## src/rtl/swaf_pkg.sv

```systemverilog
// swaf_pkg: shared types and constants for the sliding window anagram finder
// used by swaf_ctrl, swaf_hist and sliding_window_anagram_finder_top; no dependencies
package swaf_pkg;

  // alphabet and letter coding
  localparam int ALPHABET = 26;
  localparam int LETTER_W = 5;

  // window store sizing
  localparam int MAX_PATTERN = 1024;
  localparam int PTR_W       = $clog2(MAX_PATTERN);
  localparam int CNT_W       = $clog2(MAX_PATTERN + 1);

  // balance magnitude stays within MAX_PATTERN
  localparam int BAL_W = $clog2(MAX_PATTERN + 1) + 1;

  // text position
  localparam int          POS_W     = 16;
  localparam longint      MAX_TEXT  = 65536;
  localparam longint      POS_LIMIT = 65535;
  localparam logic [POS_W-1:0] POS_CAP =
    POS_W'((MAX_TEXT - 1 > POS_LIMIT) ? POS_LIMIT : MAX_TEXT - 1);

  // input kind codes
  localparam logic [1:0] KIND_CLEAR   = 2'd0;
  localparam logic [1:0] KIND_PATTERN = 2'd1;
  localparam logic [1:0] KIND_TEXT    = 2'd2;

  typedef struct packed {
    logic [1:0]          kind;
    logic [LETTER_W-1:0] letter;
  } swaf_in_t;

  typedef struct packed {
    logic             match;
    logic [POS_W-1:0] start_index;
  } swaf_out_t;

  // operation carried from the control stage to the histogram stage
  typedef enum logic [1:0] {
    OP_CLEAR   = 2'd0,
    OP_PATTERN = 2'd1,
    OP_TEXT    = 2'd2,
    OP_EMPTY   = 2'd3
  } swaf_op_t;

  typedef struct packed {
    logic                valid;
    swaf_op_t            op;
    logic [LETTER_W-1:0] letter;
    logic                evict;
    logic                wfull;
    logic [POS_W-1:0]    start;
  } swaf_stage_t;

endpackage

```

## src/rtl/swaf_hist.sv

```systemverilog
// swaf_hist: per-letter balance lanes, match detection and result register
// depends on swaf_pkg
module swaf_hist import swaf_pkg::*; (
  input  logic                clk,
  input  logic                rst_n,
  input  swaf_stage_t         s1,
  input  logic                s1_go,
  input  logic [LETTER_W-1:0] old_letter,
  input  logic                out_stall,
  output logic                out_valid,
  output swaf_out_t           out_data
);

  logic signed [BAL_W-1:0] bal_r   [ALPHABET];
  logic signed [BAL_W-1:0] bal_nxt [ALPHABET];
  logic [ALPHABET-1:0]     nxt_zero, cur_zero;
  logic                    inc, dec, hit, has_result;
  logic                    out_valid_r;
  swaf_out_t               out_data_r;

  always_comb begin
    for (int i = 0; i < ALPHABET; i++) begin
      inc = ((s1.op == OP_PATTERN) && (s1.letter == LETTER_W'(i))) ||
            ((s1.op == OP_TEXT) && s1.evict && (old_letter == LETTER_W'(i)));
      dec = (s1.op == OP_TEXT) && (s1.letter == LETTER_W'(i));
      if (s1.op == OP_CLEAR) begin
        bal_nxt[i] = '0;
      end else if (inc && !dec) begin
        bal_nxt[i] = bal_r[i] + BAL_W'(1);
      end else if (dec && !inc) begin
        bal_nxt[i] = bal_r[i] - BAL_W'(1);
      end else begin
        bal_nxt[i] = bal_r[i];
      end
      nxt_zero[i] = bal_nxt[i] == '0;
      cur_zero[i] = bal_r[i] == '0;
    end
    hit        = (s1.op == OP_TEXT) && s1.wfull && (&nxt_zero);
    has_result = (s1.op == OP_TEXT) || (s1.op == OP_EMPTY);
  end

  always_ff @(posedge clk) begin
    if (!rst_n) begin
      for (int i = 0; i < ALPHABET; i++) begin
        bal_r[i] <= '0;
      end
    end else if (s1_go) begin
      for (int i = 0; i < ALPHABET; i++) begin
        bal_r[i] <= bal_nxt[i];
      end
    end
  end

  always_ff @(posedge clk) begin
    if (!rst_n) begin
      out_valid_r <= 1'b0;
    end else if (s1_go && has_result) begin
      out_valid_r <= 1'b1;
    end else if (!out_stall) begin
      out_valid_r <= 1'b0;
    end
  end

  always_ff @(posedge clk) begin
    if (s1_go && has_result) begin
      out_data_r.match       <= hit;
      out_data_r.start_index <= s1.start;
    end
  end

  assign out_valid = out_valid_r;
  assign out_data  = out_data_r;

  a_clear_zeroes: assert property (@(posedge clk) disable iff (!rst_n)
    (s1_go && s1.op == OP_CLEAR) |=> (&cur_zero))
    else $error("balances not cleared");

  a_rose_from_stage: assert property (@(posedge clk) disable iff (!rst_n)
    $rose(out_valid_r) |-> $past(s1_go && has_result))
    else $error("result appeared without a stage transfer");

  a_empty_no_match: assert property (@(posedge clk) disable iff (!rst_n)
    (s1_go && s1.op == OP_EMPTY) |=> out_valid_r && !out_data_r.match)
    else $error("match reported with empty pattern");

endmodule

```

## config.mk

```make
export PLATFORM = sky130hd
export DESIGN_NAME = swaf_hist
export DESIGN_NICKNAME = d
export VERILOG_FILES = /design/src/rtl/swaf_pkg.sv /design/src/rtl/swaf_hist.sv
export SDC_FILE = /design/constraint.sdc
export NUM_CORES = 1
export LEC_CHECK = 0
export BUFFER_PORTS_ARGS = -buffer_cell sky130_fd_sc_hd__clkbuf_2
export CORE_MARGIN = 2
export CORE_UTILIZATION = 65
export DETAILED_ROUTE_END_ITERATION = 7
export MAX_ROUTING_LAYER = met4
export PLACE_DENSITY = 0.81
export SYNTH_ARGS = -nofsm -noshare
export SYNTH_HDL_FRONTEND = slang
export SYNTH_SLANG_ARGS = --single-unit
```

## constraint.sdc

```tcl
create_clock -name clk -period 11.6 [get_ports clk]
set_input_delay 2.32 -clock clk [delete_from_list [all_inputs] [get_ports clk]]
set_output_delay 2.32 -clock clk [all_outputs]
set_load 0.05 [all_outputs]
```

==> out/qor.txt, run 1 <==
final net count -> 2952
Pins Over Slew Limit -> 0
worst hold path class -> flop to flop
Core Region -> 39730 sq um
Primary FF master, synth -> edfxtp_1
adder-cell share of the synthesized area -> 0.02490
largest family of logic cells by synthesized area -> simple AND/OR/NAND/NOR gates
Peak Freq -> 138.5 MHz
CTS buffer count -> 39
routed vias/inst -> 7.446
reg2reg end -> out_data[16]
Critical Path RT -> 11.92 ns
Clock Skews -> 0.01204 ns
Synth async-reset ratio -> 0
Cells after Synth -> 2922
CP Data Arrival Time -> 7.54 ns
RSZ-0062 raised after global routing -> false
Final Hold Viols -> 0
area of the mapped netlist -> 26130 sq um
synthesis-to-layout area growth -> 6.839%
Synth area leaders -> edfxtp_1 (38%), nor2_1 (5.5%), xnor2_1 (4.3%)
Die H -> 204.5 um
H-tree levels -> 2
antenna-violating nets left -> 0
Final Critical Period -> 7.220 ns
starting density of the core -> 0.6576
Seq cells post-synth -> 330
Post-Route WL -> 94.19 mm
GPL Wtd Cong -> 1.099
Pre-antenna DRT Iters -> 8
Slew HR -> 0.2260
yosys warns -> 0
DIE WIDTH -> 204.5 um
Synth Net Count -> 3009
R2R depth -> 12
Post-synth EDFFs -> 329
WHS Endpoint -> out_valid
Post-Synth XOR/XNOR Area -> 0.08280
PostCTS Resize Cnt -> 0
Top-Level Pins -> 53
Avg Synthesized Cell Area -> 8.941 sq um
hold path depth -> 2
worst-margin pin slew -> 1.132 ns
number of core rows -> 73
drt wl/cell -> 27.50 um
Clock Tree Buf Depth -> 3
clk slew on worst S/H paths -> 0.06 ns
setup TNS -> 0 ns
I/O Buffers -> 51
vias in the first global route -> 23160
Critical-path top delay cell -> a211oi_1
post-synthesis simple-gate area fraction -> 0.2991
Die ar. -> 41810 sq um
Root Buffer -> clkbuf_16
postcts setup bufs -> 0
DRT iter0 DRCs -> 4046
Critical Path Sink Type -> flop
Global Route Usage Sum -> 0.4596
startpoint types -> primary input
worst reg2reg startpoint -> bal_r[0][264]
DRC -> 2
mux cell area share after synthesis -> 0.01437
Tcrit/Tclk final -> 0.6224
largest net degree at the start of global routing -> 118
Final WS setup -> 4.380 ns
flop2flop setup slack -> 6.64 ns
initial antenna violation count -> 9
top-count cell post-synth -> nor2_1
most used cell, CP -> nand3_1
Pwr per Cell Area -> 122.0 nW/um^2
dpl ws -> 4.156 ns
area share of the largest cell type after synthesis -> 0.3781
Post-synth top cells -> nor2_1 (381), edfxtp_1 (329), nand2_1 (205)
first-pass GRT wire length -> 140.7 mm
Max VDD drop -> 0.1215 mV
Num Clock Sinks -> 330
leak pwr -> 9.750 nW
outcome -> finished with violations
Crit Path Category -> primary input to flop
via count -> 25500
register area share after synthesis -> 0.3789
Worst-Skew Late Latency -> 0.58 ns
CP cell instances -> clkbuf_2 -> nand3b_1 -> a211oi_1 -> nand3_1 -> o32ai_1 -> xor2_1 -> nor4_1 -> nand3_1 -> nor4bb_1 -> a41oi_1 -> nor4_2
Yosys cell types -> 104
CTS hold repair buffers -> 0
GRT overflow -> 0
max incr delay on CP -> 0.92 ns
Synth area leader -> edfxtp_1
Final setup viols -> 0
Detail Placement HPWL -> 67.13 mm
worst-path maximum fanout -> 23
failing checks -> design-rule violations
hold path startpoint -> out_valid
Synth Area in Compound Gates -> 0.1571
TritonCTS clock tree -> built
share of cells above drive strength 1 -> 0.07466
max_cap viols -> 0
==> where the power goes <==
part / internal [mW] / switching, mW
logic: 0.166 / 0.384
registers: 1.40 / 0.102
clock network: 0.822 / 0.535
total: 2.39 / 1.02
==> cell usage in the layout (no fill, tap or decap), types with 82 or more instances in the layout <==
cell type and instances:
xor2_1 119, xnor2_1 128, nand3_1 106, o21ai_0 82
nor2_1 380, nor3_1 125, a21oi_1 98, nand2_1 204
and3_1 93, edfxtp_1 329
==> logic make-up (layout without fill, tap and decap cells) <==
family / count (synthesis) / after routing
AO/OA/AOI/OAI: 579 / 579
XOR/XNOR: 247 / 247
adder cells (fa/ha/maj): 52 / 52
buffers and inverters: 261 / 232
flip-flops: 330 / 330
multiplexers: 37 / 37
other: 0 / 7
AND/OR/NAND/NOR: 1416 / 1416
==> metrics by stage <==
step / power (mW) / instances / utilization / instance area [sq um] / hold slack [ns]
after CTS: 3.366 / 3418 / 0.7021 / 27900 / 0.5195
final: 3.406 / 3425 / 0.7025 / 27910 / 0.5141
after global routing: 3.469 / 3425 / 0.7025 / 27910 / 0.5643
after detailed placement: 2.038 / 3349 / 0.6679 / 26540 / 0.5061
after floorplan: 1.854 / 2922 / - / 26130 / 0.5859
after global placement: 2.021 / 3349 / 0.6679 / 26540 / 0.4740
==> state kept, by name, summed over array words and instances (netlist names) <==
signal     count
out_data      17
bal_r        312
out_valid      1
==> worst max-delay path: cells and delay by family <==
kind,cells,cell delay (ns)
AOI/OAI and AO/OA,3,1.37
xor gates and xnor gates,1,0.22
buffers and inverters,1,0.67
and+or+nand+nor,6,2.93
==> area by class of cell <==
class / count / area (sq um)
repair buffers: 86 / 530.5
clock buffers: 49 / 1056
fillers: 3071 / 11820
well taps: 525 / 656.9
flip-flops and latches: 330 / 9899
multi-input cells: 2331 / 15160
diodes: 7 / 17.52
clock inverters: 20 / 302.8
inverters: 77 / 289.0
==> worst max-delay path by stage <==
stage	slack [ns]	from	endpoint
4_1_cts	4.72	s1[18]	out_data[16]
5_1_grt	4.43	s1[18]	out_data[16]
6_report	4.38	s1[18]	out_data[16]
3_3_place_gp	4.24	s1[18]	out_data[16]
3_5_place_dp	4.16	s1[18]	out_data[16]
2_1_floorplan	1.09	s1_go	bal_r[0][0]
==> per-layer routing <==
metal	vias up	part of all wire	track usage
met4	0	0.078	0.2935
met2	1996	0.42	0.6567
met5	-	0	-
li1	11110	-	-
met1	11970	0.36	0.5838
met3	424	0.14	0.1119
Note: power is estimated with default switching activity, not from simulation.
==> run 2, diff against run 1 <==
- CORE_UTILIZATION: 65 -> 59
- PLACE_DENSITY: 0.81 -> 0.78
- clock period: 11.6 -> 6.18 ns (I/O delays scaled with it)
==> run 2 against run 1 <==
Clock power increased by 90%. Worst hold slack improved by 0.012 ns. Cell count rose by 4.2%. First-iteration DRC count decreased by 1.5%. Largest power group unchanged. Sequential cell count did not move. Highest routed layer unchanged. Die area is 10% higher. Power grew 90%. Sequential share of layout area shrank 0.98 points. Utilization down 4.9 points. Via count about the same. Sequential power rose by 87%. The run still ends with design-rule violations left. Register-to-register slack got worse by 5.0 ns.
==> out/qor.txt, run 2 (same netlist as run 1, synthesis figures left out) <==
outcome -> finished with violations
failing checks -> design-rule violations
# fillers -> 3730 (+21%)
DRC -> 2 (unchanged)
Pre-antenna DRT Iters -> 8 (unchanged)
TritonCTS clock tree -> built
Clk pwr share -> 0.399 (about the same)
Final setup viols -> 0 (unchanged)
max incr delay on CP -> 0.95 ns (+0.03 ns)
commonest non-fill, non-tap cells in the layout -> nor2_1 (380), edfxtp_1 (329), nand2_1 (204)
DIE WIDTH -> 214.4 um (+4.9%)
Slew HR -> 0.1965 (-0.02947)
Worst-Skew Late Latency -> 0.60 ns (+0.02 ns)
WHS -> 0.5262 ns (+0.01209 ns)
final net count -> 3029 (+2.6%)
GRT overflow -> 0 (unchanged)
Num Clock Sinks -> 330 (unchanged)
worst-path maximum fanout -> 30 (+30%)
number of core rows -> 77 (+5.5%)
Final Critical Period -> 5.356 ns
initial antenna violation count -> 4 (-5)
Final Cell Area -> 28710 sq um (+2.8%)
DRT iter0 DRCs -> 3986 (-1.5%)
worst-margin pin slew -> 1.198 ns (+0.06624 ns)
Global Route Usage Sum -> 0.4209 (-0.03868)
dpl ws -> 0.4626 ns (-3.694 ns)
Top-Level Pins -> 53 (unchanged)
CP Buf/Inv Count -> 3 (+2)
final core utilization -> 0.6534 (-0.04914)
setup TNS -> 0 ns (unchanged)
CP Data Arrival Time -> 5.81 ns (-1.73 ns)
Die ar. -> 45980 sq um (+10%)
synthesis-to-layout area growth -> 9.870%
startpoint types -> primary input
Sequential Power Share -> 0.436 (-0.004)
Critical Path RT -> 6.63 ns (-5.29 ns)
Peak Freq -> 186.7 MHz
H-tree levels -> 2 (unchanged)
largest net degree at the start of global routing -> 72 (-39%)
Final Hold Viols -> 0 (unchanged)
antenna-violating nets left -> 0 (unchanged)
most used cell, CP -> buf_4
postcts setup bufs -> 0 (unchanged)
Post-Route WL -> 96.21 mm (+2.2%)
CP cell instances -> clkbuf_2 -> or4b_1 -> a211oi_1 -> a31oi_1 -> a21oi_1 -> mux2i_1 -> nor4b_1 -> buf_4 -> nor4bb_1 -> nand4_1 -> nor4_2 -> buf_4
RSZ-0062 raised after global routing -> false
CTS buffer count -> 40 (+2.6%)
switch share -> 0.3041 (+0.004353)
Critical Path Sink Type -> flop
I/O Buffers -> 51 (unchanged)
max_cap viols -> 0 (unchanged)
Pins Over Slew Limit -> 0 (unchanged)
Final WS setup -> 0.8237 ns (-3.556 ns)
Tcrit/Tclk final -> 0.8667
combinational power share -> 0.165 (+0.004)
CTS hold repair buffers -> 0 (unchanged)
Critical-path top delay cell -> a211oi_1
Clock Tree Buf Depth -> 3 (unchanged)
via count -> 25520 (+0.082%)
internal power -> 4.493 mW (+88%)
DP Area -> 27280 sq um (+2.8%)
Max VDD drop -> 0.2473 mV (+100%)
Die H -> 214.4 um (+4.9%)
worst hold path class -> flop to flop
starting density of the core -> 0.5947 (-0.06287)
PostCTS Resize Cnt -> 0 (unchanged)
vias in the first global route -> 23330 (+0.73%)
share of cells above drive strength 1 -> 0.1022 (+0.02756)
P_sw -> 1.963 mW (+92%)
Crit Path Category -> primary input to flop
first-pass GRT wire length -> 143.8 mm (+2.2%)
GPL Wtd Cong -> 1.047 (-4.8%)
delay-heaviest family, CP -> simple AND/OR/NAND/NOR gates
Clock Skews -> 0.02554 ns (+0.01349 ns)
Largest register FFs -> 312 (unchanged)
Core Region -> 43930 sq um (+11%)
routed vias/inst -> 7.149 (-4.0%)
most flop-heavy register -> bal_r
Detail Placement HPWL -> 71.10 mm (+5.9%)
Root Buffer -> clkbuf_16
leak pwr -> 10.20 nW (+4.6%)
drt wl/cell -> 26.95 um (-2.0%)
clk slew on worst S/H paths -> 0.06 ns (about the same)
Pwr per Cell Area -> 224.9 nW/um^2 (+84%)
most common cell after layout, fill and taps aside -> nor2_1
-- run 2: power by group through the flow --
stage          sequential [mW]  clock [mW]  combinational, mW
3_3_place_gp              2.84           0               1.00
2_1_floorplan             2.82           0              0.639
4_1_cts                   2.80        2.59               1.02
5_1_grt                   2.83        2.66               1.11
6_report                  2.81        2.58               1.06
3_5_place_dp              2.85           0               1.02
-- run 2: layer usage --
| layer | GRT usage | part of all wire | vias up |
|---|---|---|---|
| met4 | 0.2262 | 0.067 | 0 |
| met3 | 0.08241 | 0.13 | 318 |
| li1 | - | - | 11260 |
| met2 | 0.6030 | 0.42 | 1748 |
| met1 | 0.5638 | 0.38 | 12200 |
| met5 | - | 0 | - |
-- run 2: final timing paths --
path | start | slack [ns] | depth (start not counted) | endpoint
worst max register to register | bal_r[0][265] | 1.60 | 13 | out_data[16]
worst min register to register | out_valid | 0.53 | 2 | out_valid
worst max-delay path | s1[23] | 0.82 | 12 | out_data[16]
worst min-delay path | out_valid | 0.53 | 2 | out_valid
-- run 2: cell type report --
type,count,area (sq um),area share
well taps,592,740.7,0.02580
diodes,4,10.01,0.0003487
inverters,77,289.0,0.01007
flip-flops and latches,330,9899,0.3449
clock buffers,46,1096,0.03818
repair buffers,162,1189,0.04141
clock inverters,28,320.3,0.01116
multi-input cells,2331,15160,0.5282
-- run 2: metrics by stage --
stage | instances | total power, mW
after floorplan | 2922 | 3.463
after global placement | 3492 | 3.843
after detailed placement | 3492 | 3.865
after CTS | 3566 | 6.418
after global routing | 3569 | 6.609
final | 3570 | 6.456
-- run 2: worst reg2reg max path, stage by stage (launching register included) --
cell and delay, ns:
edfxtp_1 0.49, inv_1 0.14, ha_1 0.20, or3b_2 0.48
a2111oi_0 0.57, a21oi_1 0.14, xor2_1 0.45, nor4bb_1 0.47
nand4_1 0.37, o31ai_1 0.34, and4_1 0.21, nand4_1 0.11
nor4_2 0.30, buf_4 0.18
